$ cat src/hw/rtl/ptba_pkg.sv
// ============================================================================
// Token bucket admission package
// Shared widths, codes and the front-to-back control record.
// ============================================================================
`default_nettype none

package ptba_pkg;

    localparam int DEF_BURST_FLOOR      = 20;
    localparam int DEF_TICKS_PER_SECOND = 1000000;

    localparam int NOW_W       = 48;
    localparam int DEPTH_W     = 16;
    localparam int RATE_W      = 16;
    localparam int BURST_W     = 17;  // holds twice the largest rate
    localparam int LEASE_W     = 8;
    localparam int LEVEL_W     = 2;
    localparam int CAUSE_W     = 3;
    localparam int SHED_W      = 32;
    localparam int CFG_DATA_W  = 16;
    localparam int CFG_INDEX_W = 3;
    localparam int QUEUE_DEPTH = 2;

    localparam logic [LEASE_W-1:0] DEFAULT_LEASE   = LEASE_W'(3);
    localparam logic [LEASE_W-1:0] RESET_LEASE     = LEASE_W'(3);
    localparam logic [DEPTH_W-1:0] RESET_THRESHOLD = DEPTH_W'(256);

    localparam logic OP_REQUEST = 1'b0;
    localparam logic OP_REPORT  = 1'b1;

    localparam logic [CAUSE_W-1:0] CAUSE_EMERGENCY     = CAUSE_W'(0);
    localparam logic [CAUSE_W-1:0] CAUSE_HIGH_PRIORITY = CAUSE_W'(1);
    localparam logic [CAUSE_W-1:0] CAUSE_MT_ACCESS     = CAUSE_W'(2);
    localparam logic [CAUSE_W-1:0] CAUSE_VOICE_CALL    = CAUSE_W'(6);

    localparam logic [LEVEL_W-1:0] LEVEL_NONE = LEVEL_W'(0);
    localparam logic [LEVEL_W-1:0] LEVEL_LOW  = LEVEL_W'(1);
    localparam logic [LEVEL_W-1:0] LEVEL_HIGH = LEVEL_W'(2);

    typedef enum logic [2:0] {
        DEC_ADMIT         = 3'd0,
        DEC_PASS          = 3'd1,
        DEC_RATE_SHED     = 3'd2,
        DEC_OVERLOAD_SHED = 3'd3,
        DEC_REPORT        = 3'd4
    } decision_t;

    typedef enum logic [CFG_INDEX_W-1:0] {
        CFG_ENABLE    = 3'd0,
        CFG_RATE      = 3'd1,
        CFG_BURST     = 3'd2,
        CFG_LEASE     = 3'd3,
        CFG_THRESHOLD = 3'd4
    } cfg_index_t;

    // Classified item handed from the front to the back
    typedef struct packed {
        logic                ordinary;  // request that goes through bucket and overload checks
        logic                take;      // takes a token from the bucket
        logic                fill_cap;  // bucket refills to its cap first
        logic                fill_add;  // bucket refills by the carried amount first
        logic                overload;  // shed for overload unless shed for lack of a token
        decision_t           fixed_dec; // decision when not ordinary
        logic [LEVEL_W-1:0]  level;
    } ctl_t;

endpackage

`default_nettype wire

$ cat src/hw/rtl/ptba_queue.sv
// ============================================================================
// Token bucket admission queue
// Small FIFO between the classifying front and the bucket back end.
// ============================================================================
`default_nettype none

module ptba_queue
    import ptba_pkg::*;
#(
    parameter int WIDTH = 8,
    parameter int DEPTH = QUEUE_DEPTH
) (
    input  wire logic             clk,
    input  wire logic             rst_n,
    input  wire logic             push_valid,
    output logic                  push_ready,
    input  wire logic [WIDTH-1:0] push_data,
    output logic                  pop_valid,
    input  wire logic             pop_ready,
    output logic [WIDTH-1:0]      pop_data
);

    localparam int PTR_W = (DEPTH > 1) ? $clog2(DEPTH) : 1;
    localparam int CNT_W = $clog2(DEPTH + 1);

    logic [WIDTH-1:0] mem [DEPTH];
    logic [PTR_W-1:0] wr_ptr_reg, wr_ptr_next;
    logic [PTR_W-1:0] rd_ptr_reg, rd_ptr_next;
    logic [CNT_W-1:0] count_reg, count_next;
    logic             push, pop;

    assign push_ready = (count_reg != CNT_W'(DEPTH));
    assign pop_valid  = (count_reg != '0);
    assign pop_data   = mem[rd_ptr_reg];
    assign push       = push_valid && push_ready;
    assign pop        = pop_valid && pop_ready;

    always_comb
    begin
        wr_ptr_next = wr_ptr_reg;
        rd_ptr_next = rd_ptr_reg;
        count_next  = count_reg;
        if (push)
        begin
            wr_ptr_next = (wr_ptr_reg == PTR_W'(DEPTH - 1)) ? '0 : wr_ptr_reg + 1'b1;
        end
        if (pop)
        begin
            rd_ptr_next = (rd_ptr_reg == PTR_W'(DEPTH - 1)) ? '0 : rd_ptr_reg + 1'b1;
        end
        if (push && !pop)
        begin
            count_next = count_reg + 1'b1;
        end
        else if (pop && !push)
        begin
            count_next = count_reg - 1'b1;
        end
    end

    always_ff @(posedge clk or negedge rst_n)
    begin
        if (!rst_n)
        begin
            wr_ptr_reg <= '0;
            rd_ptr_reg <= '0;
            count_reg  <= '0;
        end
        else
        begin
            wr_ptr_reg <= wr_ptr_next;
            rd_ptr_reg <= rd_ptr_next;
            count_reg  <= count_next;
        end
    end

    always_ff @(posedge clk)
    begin
        if (push)
        begin
            mem[wr_ptr_reg] <= push_data;
        end
    end

endmodule

`default_nettype wire

$ cat src/hw/rtl/ptba_front.sv
// ============================================================================
// Token bucket admission front end
// Accepts items, tracks congestion reports and bucket time, works out the
// level and class of each item, and precomputes the bucket refill amount.
// ============================================================================
`default_nettype none

module ptba_front
    import ptba_pkg::*;
#(
    parameter int CAP_W     = BURST_W + $clog2(DEF_TICKS_PER_SECOND + 1),
    parameter int LEASE_T_W = LEASE_W + $clog2(DEF_TICKS_PER_SECOND + 1)
) (
    input  wire logic                 clk,
    input  wire logic                 rst_n,
    input  wire logic                 in_valid,
    output logic                      in_ready,
    input  wire logic                 operation,
    input  wire logic [NOW_W-1:0]     now_us,
    input  wire logic [CAUSE_W-1:0]   cause,
    input  wire logic                 cause_present,
    input  wire logic [LEVEL_W-1:0]   net_level,
    input  wire logic [DEPTH_W-1:0]   queue_depth,
    input  wire logic                 enable,
    input  wire logic [RATE_W-1:0]    rate,
    input  wire logic [DEPTH_W-1:0]   depth_threshold,
    input  wire logic [CAP_W-1:0]     cap,
    input  wire logic [LEASE_T_W-1:0] lease_ticks,
    output logic                      q_valid,
    input  wire logic                 q_ready,
    output ctl_t                      q_ctl,
    output logic [CAP_W-1:0]          q_add
);

    localparam int PROD_W = CAP_W + RATE_W;

    // Congestion report and bucket time tracking
    logic                 cvalid_reg;
    logic [NOW_W-1:0]     ctime_reg;
    logic [DEPTH_W-1:0]   cdepth_reg;
    logic                 bvalid_reg;
    logic [NOW_W-1:0]     btime_reg;

    // Pipeline stages
    logic                 s1_valid_reg, s1_valid_next;
    ctl_t                 s1_ctl_reg;
    logic [CAP_W-1:0]     s1_el_reg;
    logic                 s2_valid_reg, s2_valid_next;
    ctl_t                 s2_ctl_reg;
    logic [PROD_W-1:0]    s2_prod_reg;

    logic                 in_fire, s1_move, s2_free;
    logic                 is_report, prio_cause, mt_cause, voice_cause;
    logic [NOW_W:0]       cgap, bgap;
    logic                 stale, fresh, later, sat;
    logic [DEPTH_W-1:0]   depth_sel;
    logic [LEVEL_W-1:0]   report_level, max_level, level_a;
    logic                 keep;
    ctl_t                 ctl_a;

    assign s2_free = !s2_valid_reg || q_ready;
    assign s1_move = s1_valid_reg && s2_free;
    assign in_ready = !s1_valid_reg || s2_free;
    assign in_fire = in_valid && in_ready;

    always_comb
    begin
        is_report   = (operation == OP_REPORT);
        prio_cause  = cause_present && (cause inside {CAUSE_EMERGENCY, CAUSE_HIGH_PRIORITY});
        mt_cause    = cause_present && (cause == CAUSE_MT_ACCESS);
        voice_cause = cause_present && (cause == CAUSE_VOICE_CALL);

        // A report counts against its own depth and is always fresh
        cgap      = {1'b0, now_us} - {1'b0, ctime_reg};
        stale     = !cgap[NOW_W] && (cgap[NOW_W-1:0] >= NOW_W'(lease_ticks));
        fresh     = is_report || (cvalid_reg && !stale);
        depth_sel = is_report ? queue_depth : cdepth_reg;
        if (!fresh)
        begin
            report_level = LEVEL_NONE;
        end
        else if ({1'b0, depth_sel} >= {depth_threshold, 1'b0})
        begin
            report_level = LEVEL_HIGH;
        end
        else
        begin
            report_level = LEVEL_LOW;
        end
        max_level = (net_level > report_level) ? net_level : report_level;
        if (!enable)
        begin
            level_a = LEVEL_NONE;
        end
        else if (max_level > LEVEL_HIGH)
        begin
            level_a = LEVEL_HIGH;
        end
        else
        begin
            level_a = max_level;
        end
        keep = mt_cause || ((level_a == LEVEL_LOW) && voice_cause);

        bgap  = {1'b0, now_us} - {1'b0, btime_reg};
        later = !bgap[NOW_W] && (bgap[NOW_W-1:0] != '0);
        sat   = bgap[NOW_W-1:0] >= NOW_W'(cap);

        ctl_a.ordinary  = !is_report && enable && !prio_cause;
        ctl_a.take      = ctl_a.ordinary && (rate != '0);
        ctl_a.fill_cap  = ctl_a.take && (!bvalid_reg || (later && sat));
        ctl_a.fill_add  = ctl_a.take && bvalid_reg && later && !sat;
        ctl_a.overload  = (level_a != LEVEL_NONE) && !keep;
        ctl_a.fixed_dec = is_report ? DEC_REPORT : DEC_PASS;
        ctl_a.level     = level_a;

        s1_valid_next = in_fire ? 1'b1 : (s1_move ? 1'b0 : s1_valid_reg);
        s2_valid_next = s1_move ? 1'b1 : (s2_free ? 1'b0 : s2_valid_reg);
    end

    always_ff @(posedge clk or negedge rst_n)
    begin
        if (!rst_n)
        begin
            cvalid_reg   <= 1'b0;
            ctime_reg    <= '0;
            cdepth_reg   <= '0;
            bvalid_reg   <= 1'b0;
            btime_reg    <= '0;
            s1_valid_reg <= 1'b0;
            s2_valid_reg <= 1'b0;
        end
        else
        begin
            s1_valid_reg <= s1_valid_next;
            s2_valid_reg <= s2_valid_next;
            if (in_fire && is_report)
            begin
                cvalid_reg <= 1'b1;
                ctime_reg  <= now_us;
                cdepth_reg <= queue_depth;
            end
            // Bucket time follows every token take that moves time forward
            if (in_fire && ctl_a.take && (!bvalid_reg || later))
            begin
                bvalid_reg <= 1'b1;
                btime_reg  <= now_us;
            end
        end
    end

    always_ff @(posedge clk)
    begin
        if (in_fire)
        begin
            s1_ctl_reg <= ctl_a;
            s1_el_reg  <= bgap[CAP_W-1:0];
        end
        if (s1_move)
        begin
            s2_ctl_reg  <= s1_ctl_reg;
            s2_prod_reg <= PROD_W'(s1_el_reg) * PROD_W'(rate);
        end
    end

    // Clamp the refill amount to the cap on the way into the queue
    assign q_valid = s2_valid_reg;
    assign q_ctl   = s2_ctl_reg;
    assign q_add   = (s2_prod_reg >= PROD_W'(cap)) ? cap : s2_prod_reg[CAP_W-1:0];

    a_fill_exclusive : assert property (@(posedge clk) disable iff (!rst_n)
        s1_valid_reg |-> !(s1_ctl_reg.fill_cap && s1_ctl_reg.fill_add))
        else $error("bucket refill marked both to cap and by amount");

    a_take_only_ordinary : assert property (@(posedge clk) disable iff (!rst_n)
        (s2_valid_reg && s2_ctl_reg.take) |-> s2_ctl_reg.ordinary)
        else $error("token take on a non-ordinary item");

endmodule

`default_nettype wire

$ cat src/hw/rtl/ptba_back.sv
// ============================================================================
// Token bucket admission back end
// Applies refill and token take to the bucket, settles the decision, counts
// sheds and holds the result beat.
// ============================================================================
`default_nettype none

module ptba_back
    import ptba_pkg::*;
#(
    parameter int TICKS_PER_SECOND = DEF_TICKS_PER_SECOND,
    parameter int CAP_W            = BURST_W + $clog2(DEF_TICKS_PER_SECOND + 1)
) (
    input  wire logic               clk,
    input  wire logic               rst_n,
    input  wire logic               q_valid,
    output logic                    q_pop,
    input  wire ctl_t               q_ctl,
    input  wire logic [CAP_W-1:0]   q_add,
    input  wire logic [CAP_W-1:0]   cap,
    output logic                    out_valid,
    input  wire logic               out_ready,
    output logic [2:0]              decision,
    output logic [LEVEL_W-1:0]      level,
    output logic [SHED_W-1:0]       shed_count
);

    localparam logic [CAP_W-1:0] UNIT = CAP_W'(TICKS_PER_SECOND);

    logic               out_valid_reg;
    decision_t          decision_reg;
    logic [LEVEL_W-1:0] level_reg;
    logic [CAP_W-1:0]   bucket_reg, bucket_next;
    logic [SHED_W-1:0]  shed_reg, shed_next;

    logic [CAP_W:0]     sum;
    logic [CAP_W-1:0]   filled;
    logic               has_token;
    decision_t          dec_next;

    assign q_pop = q_valid && (!out_valid_reg || out_ready);

    always_comb
    begin
        sum = {1'b0, bucket_reg} + {1'b0, q_add};
        if (q_ctl.fill_cap)
        begin
            filled = cap;
        end
        else if (q_ctl.fill_add)
        begin
            filled = (sum >= {1'b0, cap}) ? cap : sum[CAP_W-1:0];
        end
        else
        begin
            filled = bucket_reg;
        end
        has_token = (filled >= UNIT);

        if (!q_ctl.ordinary)
        begin
            dec_next = q_ctl.fixed_dec;
        end
        else if (q_ctl.take && !has_token)
        begin
            dec_next = DEC_RATE_SHED;
        end
        else if (q_ctl.overload)
        begin
            dec_next = DEC_OVERLOAD_SHED;
        end
        else
        begin
            dec_next = DEC_ADMIT;
        end

        bucket_next = bucket_reg;
        shed_next   = shed_reg;
        if (q_pop)
        begin
            if (q_ctl.take)
            begin
                bucket_next = has_token ? filled - UNIT : filled;
            end
            if ((dec_next == DEC_RATE_SHED) || (dec_next == DEC_OVERLOAD_SHED))
            begin
                shed_next = shed_reg + 1'b1;
            end
        end
    end

    always_ff @(posedge clk or negedge rst_n)
    begin
        if (!rst_n)
        begin
            out_valid_reg <= 1'b0;
            bucket_reg    <= '0;
            shed_reg      <= '0;
        end
        else
        begin
            bucket_reg <= bucket_next;
            shed_reg   <= shed_next;
            if (q_pop)
            begin
                out_valid_reg <= 1'b1;
            end
            else if (out_ready)
            begin
                out_valid_reg <= 1'b0;
            end
        end
    end

    always_ff @(posedge clk)
    begin
        if (q_pop)
        begin
            decision_reg <= dec_next;
            level_reg    <= q_ctl.level;
        end
    end

    // Shed total only moves on a pop, so it matches the held beat
    assign out_valid  = out_valid_reg;
    assign decision   = decision_reg;
    assign level      = level_reg;
    assign shed_count = shed_reg;

    a_shed_step : assert property (@(posedge clk) disable iff (!rst_n)
        (shed_reg == $past(shed_reg)) || (shed_reg == $past(shed_reg) + 32'd1))
        else $error("shed count jumped by more than one");

    a_bucket_untouched : assert property (@(posedge clk) disable iff (!rst_n)
        !(q_pop && q_ctl.take) |=> (bucket_reg == $past(bucket_reg)))
        else $error("bucket changed without a token take");

    a_fixed_class : assert property (@(posedge clk) disable iff (!rst_n)
        (q_pop && !q_ctl.ordinary) |->
            ((q_ctl.fixed_dec == DEC_PASS) || (q_ctl.fixed_dec == DEC_REPORT)))
        else $error("non-ordinary item carries a bucket decision");

endmodule

`default_nettype wire

$ cat src/hw/rtl/priority_token_bucket_admission.sv
// ============================================================================
// Priority token bucket admission gate
// Per-link admission control with congestion reports, priority bypass,
// a micro-token rate bucket and overload shedding.
// ============================================================================
// Takes one item per clock while in_ready is high and returns one result beat
// per item, in order, once it has passed two front stages (classification and
// level, then the refill multiply), the queue and the result register. The
// rate is set by the back end's bucket loop, one refill add, cap compare and
// token subtract per cycle while the output is not stalled. The front keeps
// congestion report and bucket time state; the back keeps the bucket level and
// the shed total. Configuration writes take effect at once; the user must make
// them only while no item is in flight, which the block does not enforce.
`default_nettype none

module priority_token_bucket_admission
    import ptba_pkg::*;
#(
    parameter int BURST_FLOOR      = DEF_BURST_FLOOR,
    parameter int TICKS_PER_SECOND = DEF_TICKS_PER_SECOND
) (
    input  wire logic                   clk,
    input  wire logic                   rst_n,
    input  wire logic                   in_valid,
    output logic                        in_ready,
    input  wire logic                   operation,
    input  wire logic [NOW_W-1:0]       now_us,
    input  wire logic [CAUSE_W-1:0]     cause,
    input  wire logic                   cause_present,
    input  wire logic [LEVEL_W-1:0]     net_level,
    input  wire logic [DEPTH_W-1:0]     queue_depth,
    output logic                        out_valid,
    input  wire logic                   out_ready,
    output logic [2:0]                  decision,
    output logic [LEVEL_W-1:0]          level,
    output logic [SHED_W-1:0]           shed_count,
    input  wire logic                   cfg_write,
    input  wire logic [CFG_INDEX_W-1:0] cfg_index,
    input  wire logic [CFG_DATA_W-1:0]  cfg_data
);

    localparam int TICK_W    = $clog2(TICKS_PER_SECOND + 1);
    localparam int CAP_W     = BURST_W + TICK_W;
    localparam int LEASE_T_W = LEASE_W + TICK_W;
    localparam int Q_W       = $bits(ctl_t) + CAP_W;

    logic                 enable_reg;
    logic [RATE_W-1:0]    rate_reg;
    logic [RATE_W-1:0]    burst_reg;
    logic [LEASE_W-1:0]   lease_reg;
    logic [DEPTH_W-1:0]   thresh_reg;

    logic [BURST_W-1:0]   burst_sel, burst_eff;
    logic [LEASE_W-1:0]   lease_eff;
    logic [CAP_W-1:0]     cap;
    logic [LEASE_T_W-1:0] lease_ticks;

    logic                 f_valid, f_ready;
    ctl_t                 f_ctl, b_ctl;
    logic [CAP_W-1:0]     f_add, b_add;
    logic [Q_W-1:0]       push_data, pop_data;
    logic                 b_valid, b_pop;

    always_ff @(posedge clk or negedge rst_n)
    begin
        if (!rst_n)
        begin
            enable_reg <= 1'b0;
            rate_reg   <= '0;
            burst_reg  <= '0;
            lease_reg  <= RESET_LEASE;
            thresh_reg <= RESET_THRESHOLD;
        end
        else if (cfg_write)
        begin
            case (cfg_index)
                CFG_ENABLE:    enable_reg <= cfg_data[0];
                CFG_RATE:      rate_reg   <= cfg_data[RATE_W-1:0];
                CFG_BURST:     burst_reg  <= cfg_data[RATE_W-1:0];
                CFG_LEASE:     lease_reg  <= cfg_data[LEASE_W-1:0];
                CFG_THRESHOLD: thresh_reg <= cfg_data[DEPTH_W-1:0];
                default:       ;
            endcase
        end
    end

    // Zero burst means twice the rate; never below the floor
    always_comb
    begin
        burst_sel   = (burst_reg != '0) ? {1'b0, burst_reg} : {rate_reg, 1'b0};
        burst_eff   = (burst_sel < BURST_W'(BURST_FLOOR)) ? BURST_W'(BURST_FLOOR) : burst_sel;
        cap         = CAP_W'(burst_eff) * CAP_W'(TICKS_PER_SECOND);
        lease_eff   = (lease_reg != '0) ? lease_reg : DEFAULT_LEASE;
        lease_ticks = LEASE_T_W'(lease_eff) * LEASE_T_W'(TICKS_PER_SECOND);
    end

    ptba_front #(
        .CAP_W            (CAP_W),
        .LEASE_T_W        (LEASE_T_W)
    ) u_front (
        .clk             (clk),
        .rst_n           (rst_n),
        .in_valid        (in_valid),
        .in_ready        (in_ready),
        .operation       (operation),
        .now_us          (now_us),
        .cause           (cause),
        .cause_present   (cause_present),
        .net_level       (net_level),
        .queue_depth     (queue_depth),
        .enable          (enable_reg),
        .rate            (rate_reg),
        .depth_threshold (thresh_reg),
        .cap             (cap),
        .lease_ticks     (lease_ticks),
        .q_valid         (f_valid),
        .q_ready         (f_ready),
        .q_ctl           (f_ctl),
        .q_add           (f_add)
    );

    assign push_data = {f_ctl, f_add};

    ptba_queue #(
        .WIDTH (Q_W),
        .DEPTH (QUEUE_DEPTH)
    ) u_queue (
        .clk        (clk),
        .rst_n      (rst_n),
        .push_valid (f_valid),
        .push_ready (f_ready),
        .push_data  (push_data),
        .pop_valid  (b_valid),
        .pop_ready  (b_pop),
        .pop_data   (pop_data)
    );

    assign {b_ctl, b_add} = pop_data;

    ptba_back #(
        .TICKS_PER_SECOND (TICKS_PER_SECOND),
        .CAP_W            (CAP_W)
    ) u_back (
        .clk        (clk),
        .rst_n      (rst_n),
        .q_valid    (b_valid),
        .q_pop      (b_pop),
        .q_ctl      (b_ctl),
        .q_add      (b_add),
        .cap        (cap),
        .out_valid  (out_valid),
        .out_ready  (out_ready),
        .decision   (decision),
        .level      (level),
        .shed_count (shed_count)
    );

endmodule

`default_nettype wire
$ cat config.mk
export PLATFORM = sky130hd
export DESIGN_NAME = priority_token_bucket_admission
export DESIGN_NICKNAME = d
export VERILOG_FILES = /design/src/hw/rtl/ptba_pkg.sv /design/src/hw/rtl/ptba_queue.sv /design/src/hw/rtl/ptba_front.sv /design/src/hw/rtl/ptba_back.sv /design/src/hw/rtl/priority_token_bucket_admission.sv
export SDC_FILE = /design/constraint.sdc
export NUM_CORES = 2
export LEC_CHECK = 0
export BUFFER_PORTS_ARGS = -buffer_cell sky130_fd_sc_hd__buf_2
export CORE_UTILIZATION = 53
export DETAILED_ROUTE_END_ITERATION = 8
export GPL_TIMING_DRIVEN = 1
export PLACE_DENSITY = 0.69
export SLEW_MARGIN = 20
export SYNTH_ARGS = -nofsm -noshare
export SYNTH_HDL_FRONTEND = slang
export SYNTH_SLANG_ARGS = --single-unit
$ cat constraint.sdc
create_clock -name clk -period 23.5 [get_ports clk]
set_input_delay 5.875 -clock clk [delete_from_list [all_inputs] [get_ports clk]]
set_output_delay 5.875 -clock clk [all_outputs]
set_load 0.01 [all_outputs]
Word level (Yosys, flattened, before mapping) --
Memory sizes are Yosys's and may differ from the RTL's. Cells that the tools add are included.
Cells by class: $lt $le $gt $ge 9, equality and inequality tests 11, mux-type cells 30, add/sub/neg operators 9, multipliers 3, reductions and logical operators 69
Operators with widths (count):
- 2-to-1 mux 37 bit | 5
- subtractor 48 x 48 -> 49 bit | 2
- greater-or-equal comparator 53 x 37 -> 1 bit | 1
- multiplier 37 x 16 -> 53 bit | 1
- greater-or-equal comparator 48 x 28 -> 1 bit | 1
- greater-or-equal comparator 48 x 37 -> 1 bit | 1
- nonzero test 48 bit | 1
- adder 37 x 37 -> 38 bit | 1
- greater-or-equal comparator 38 x 37 -> 1 bit | 1
- greater-or-equal comparator 37 x 20 -> 1 bit (second input constant) | 1
- subtractor 37 x 20 -> 37 bit (second input constant) | 1
- 2-to-1 mux 17 bit | 2
- adder 32 x 1 -> 32 bit (second input constant) | 1
- nonzero test 16 bit | 2
- multiplier 17 x 14 -> 31 bit (second input constant) | 1
- logical AND 1 bit | 27
- multiplier 8 x 14 -> 22 bit (second input constant) | 1
- greater-or-equal comparator 16 x 17 -> 1 bit | 1
- < comparator 17 x 5 -> 1 bit (second input constant) | 1
- 2-to-1 mux 16 bit | 1
- 2-to-1 mux 2 bit | 8
- == test 3 x 2 -> 1 bit (second input constant) | 5
- logical NOT 1 bit | 14
- AND reduction 2 bit | 7
- 16 further kinds | 44
Storage, ports and cells: bits in writable memories 94, bits of input ports 95, word-level logic and storage cells 168, register bits 362, memories kept 1, output and inout port bits 39
Memory list:
- u_queue.mem | words 2, bits a word 47, rd ports 1, clocked after memory_dff 0, wr ports 1, RTL line ptba_queue.sv:26 | logic [WIDTH-1:0] mem [DEPTH];

Depth between registers and ports, before layout --
word-level depth 19, mapped depth 56

By module --
From an unflattened synthesis, not the netlist that was laid out.
Unflattened totals: cell total of the unflattened synthesis 5873, area, all modules 55321.8 um^2
By module, submodules not included:
- ptba_front | instances 1, area an instance 35544.1 um^2, cells an instance 3897
- ptba_back | instances 1, area an instance 8162.8 um^2, cells an instance 1036
- priority_token_bucket_admission | instances 1, area an instance 7950.1 um^2, cells an instance 776
- ptba_queue | instances 1, area an instance 3664.8 um^2, cells an instance 164

Least setup slack after synthesis --
Ideal clock, no wire load.
path type reg-to-reg, start register burst_reg[4], end register u_back.bucket_reg[34], setup time 0.082 ns, clock period less this slack 11.505 ns, path slack 11.995 ns, buffers on the path 3, arrival 11.423 ns, stages on the path, launching flop included 52, data required time 23.418 ns, path through dfrtp_1 nor4_1 nand4_1 nor4_2 clkbuf_1 nand2_1 ha_1 or4b_2 nor4_1 o211ai_1 nor2_1 a211o_1 inv_1 fa_1 inv_1 fa_1 fa_1 fa_1 [... 16 more ...] o221ai_1 nor3_1 nand3_1 a2bb2oi_2 o21a_1 o21ai_2 buf_4 a2bb2oi_1 ha_1 o31ai_1 a21oi_1 nor4bb_1 nand4_1 o211ai_1 buf_2 o2111ai_1 or3_1 a31oi_1
On the way: cells in the longest elaborated chain, start to end 11
RTL lines:
- from (decl) | RTL line priority_token_bucket_admission.sv:49 | logic [RATE_W-1:0] burst_reg;
- from (signal assigned) | RTL line priority_token_bucket_admission.sv:79 | CFG_BURST: burst_reg <= cfg_data[RATE_W-1:0];
- nonzero test 16 bit | RTL line priority_token_bucket_admission.sv:90 | burst_sel = (burst_reg != '0) ? {1'b0, burst_reg} : {rate_reg, 1'b0};
- 2-to-1 mux 17 bit * | RTL line priority_token_bucket_admission.sv:90
- < comparator 17 x 5 -> 1 bit | RTL line priority_token_bucket_admission.sv:91 | burst_eff = (burst_sel < BURST_W'(BURST_FLOOR)) ? BURST_W'(BURST_FLOOR) : burst_sel;
- 2-to-1 mux 17 bit * | RTL line priority_token_bucket_admission.sv:91
- multiplier 17 x 14 -> 31 bit * | RTL line priority_token_bucket_admission.sv:92 | cap = CAP_W'(burst_eff) * CAP_W'(TICKS_PER_SECOND);
- greater-or-equal comparator 38 x 37 -> 1 bit | RTL line ptba_back.sv:52 | filled = (sum >= {1'b0, cap}) ? cap : sum[CAP_W-1:0];
- 2-to-1 mux 37 bit | RTL line ptba_back.sv:52
- 2-to-1 mux 37 bit | RTL line ptba_back.sv:50 | else if (q_ctl.fill_add)
- 2-to-1 mux 37 bit * | RTL line ptba_back.sv:46 | if (q_ctl.fill_cap)
- subtractor 37 x 20 -> 37 bit or greater-or-equal comparator 37 x 20 -> 1 bit (tied branches) | RTL line ptba_back.sv:83, ptba_back.sv:58
- 2-to-1 mux 37 bit * | RTL line ptba_back.sv:83 | bucket_next = has_token ? filled - UNIT : filled;
- to (signal assigned) | RTL line ptba_back.sv:102 | bucket_reg <= bucket_next;
- to (decl) | RTL line ptba_back.sv:33 | logic [CAP_W-1:0] bucket_reg, bucket_next;
Every way passes the cells marked *; elsewhere a longest branch is shown, timed or not. A chain may end at the register's enable or synchronous reset.

Final worst setup path --
Same ends and word-level chain as after synthesis.

==> flow_metrics.tcl <==
set metrics [dict create \
    status "complete, no violations" \
    grt_overflow 0 \
    synthAdderAreaFrac_pct 34.51 \
    insertion_delay_ps 680 \
    drtAntennaViolNets 0 \
    synth_commonest_cells "861 x inv_1, 630 x nand2_1, 566 x fa_1, 557 x ha_1, 244 x dfrtp_1" \
    syn_avg_cell_area_sq_um 9.566 \
    gp_congestion 0.9756 \
    path_clk_slew_ps 60 \
    post_cts_buffers 0 \
    hold_end "u_front.q_ctl[4]" \
    cp-end-kind "flop" \
    yosysMostFrequentCell "inv_1" \
    initial_core_util_pct 53.73 \
    fin_crit_sh_pct 59.77 \
    r2r_cells 50 \
    area_growth_pct 7.746 \
    critPathSlowestCell "o21ai_2" \
    syn_nets 6762 \
    synth-xor-area-share_pct 3.747 \
    die_height_um 318.3 \
    coreArea_sq_um 98710 \
    htreeDepth 2 \
    ys_types 97 \
    finalNetCount 6835 \
    max_stage_delay_ps 820 \
    ctsHoldBuffers 0 \
    grt_max_degree 71 \
    critPathMaxFanout 28 \
    max_freq_mhz 71.19 \
    yosysWarnings 0 \
    regToRegEndpoint "u_back.bucket_reg[34]" \
    synth_top_cell_area_share_pct 21.37 \
    hpwlAfterDp_um 116300 \
    track_usage_pct 30.65 \
    synth_top_family_by_area "adder cells" \
    cts_resized 0 \
    maxSlewViolCount 0 \
    avgViaCountPerCell 5.907 \
    synthTopCellsByArea "fa_1 21%, ha_1 13%, edfxtp_1 12%" \
    layout_min_cycle_time_ps 14050 \
    numCtsBuffers 56 \
    clock-root-buffer "clkbuf_16" \
    hp-class "reg -> reg" \
    cp.arrival_ps 14630 \
    vias 41071 \
    pre_cts_ws_ps 9762 \
    drive_above_1_share_pct 10.41 \
    wire_per_inst_um 21.79 \
    worstMarginPinSlew_ps 1175 \
    largest_reg_flops 92 \
    min-delay-start "u_front.s1_ctl_reg[4]" \
    setup.worst_path.start_class "flop" \
    synth_edf_count 205 \
    required_ps 24080 \
    async_flop_share_pct 54.65 \
    firstDrtPassIters 5 \
    drt_iter0_drc 2884 \
    path_class "reg -> reg" \
    finalHoldViolCount 0 \
    synth.largest_area_cell "fa_1" \
    synth_cells 5544 \
    r2r_start "burst_reg[4]" \
    post_synth_mux_area_share_pct 5.389 \
    rsz0062_at_grt "no" \
    ys_ff_latch 452 \
    holdPathStages 0 \
    cts_tree "done" \
    fin_skew_ps 34.19 \
    holdWs_ps 418.4 \
    grt_pass1_vias 42356 \
    synth_compound_area_share_pct 11.61 \
    yosysSeqAreaShare_pct 23.27 \
    setup-violations-final 0 \
    drc_errors 0 \
    synthFlopType "dfrtp_1" \
    clkSinkCount 452 \
    die_w_um 318.3 \
    portBuffers 133 \
    die_area_sq_um 101300 \
    synthSimpleGateAreaFrac_pct 13.98 \
    maxCapViolCount 0 \
    slew_headroom_pct 21.43 \
    cts_max_path_buffers 3 \
    grt_first_pass_wirelength_um 241400 \
    setup_slack_ps 9454 \
    antenna_found_initial 10 \
    netlist_area_sq_um 53030 \
    cp_common_cell "inv_1" \
    rows 115 \
    rrSetupSlack_ps 9450 \
    io_pins 134 \
    postRouteWirelength_um 151500 \
    tns_ps 0 \
]
==> kinds of logic after synthesis <==
| logic type | after synthesis |
|---|---|
| AND/OR/NAND/NOR | 1501 |
| adder cells (fa/ha/maj) | 1123 |
| buffers and inverters | 1049 |
| AO/OA/AOI/OAI | 936 |
| flip-flops | 452 |
| multiplexers | 257 |
| XOR/XNOR | 226 |
==> worst max-delay path, delay by kind of cell (launching register included) <==
| kind | cells | cell delay (ps) |
|---|---|---|
| compound gates | 16 | 4270 |
| xor+xnor | 1 | 240 |
| fa+ha+maj | 10 | 3860 |
| buf+inv | 7 | 1070 |
| flops | 1 | 440 |
| simple gates | 16 | 4050 |
==> worst max path at each step <==
| stage | startpoint | slack, ps | cells after the start | to |
|---|---|---|---|---|
| 2_1_floorplan | burst_reg[4] | 12000 | 51 | u_back.bucket_reg[34] |
| 3_3_place_gp | burst_reg[4] | 10120 | 51 | u_back.shed_count[2] |
| 3_5_place_dp | burst_reg[4] | 9760 | 50 | u_back.shed_count[2] |
| 4_1_cts | burst_reg[2] | 9700 | 50 | u_back.bucket_reg[34] |
| 5_1_grt | burst_reg[4] | 8570 | 50 | u_back.bucket_reg[34] |
| 6_report | burst_reg[4] | 9450 | 50 | u_back.bucket_reg[34] |
==> layout make-up <==
type | instances | area [sq um]
Multi-Input combinational cell | 4043 | 36770
Inverter | 862 | 3236
Antenna cell | 1 | 2.502
Tap cell | 1287 | 1610
Fill cell | 8703 | 41570
Timing Repair Buffer | 202 | 1194
Clock buffer | 62 | 1454
Clock inverter | 44 | 531.8
Sequential cell | 452 | 12340
==> per-stage QoR <==
stage | utilization, % | cell area, sq um | std cells
finish | 57.89 | 57140 | 6953
floorplan | - | 53030 | 5544
global placement | 55.88 | 55150 | 6846
global route | 57.89 | 57140 | 6952
detailed placement | 55.88 | 55150 | 6846
CTS | 57.89 | 57140 | 6952
==> per-layer routing <==
layer	up-vias	share of wire, %	GRT usage (%)
li1	18815	-	-
met1	20381	42	40.17
met2	1501	46	49.79
met3	374	6.9	4.821
met4	0	5.4	14.42
met5	-	0	0
==> layout by cell type (no fill, tap or decap), drive strengths merged, types with 20 or more instances in the layout <==
| cell | instances |
|---|---|
| inv | 867 |
| nand2 | 630 |
| fa | 566 |
| ha | 557 |
| dfrtp | 244 |
| a21oi | 239 |
| mux2 | 228 |
| edfxtp | 205 |
| buf | 202 |
| and2 | 189 |
| nor2 | 188 |
| o21ai | 184 |
| a21o | 134 |
| xnor2 | 130 |
| xor2 | 96 |
| nor3 | 85 |
| nand3 | 81 |
| clkbuf | 62 |
| nand4 | 60 |
| o21a | 59 |
| nand2b | 44 |
| a31oi | 43 |
| and3 | 40 |
| nor2b | 39 |
| a211oi | 31 |
| nor4 | 30 |
| mux2i | 29 |
| o21bai | 26 |
| o211ai | 26 |
| clkinv | 23 |
| or3 | 20 |
Power is left out: the tool's default activity adds up to more than one toggle a clock period on the data nets, which glitch-free logic cannot reach.
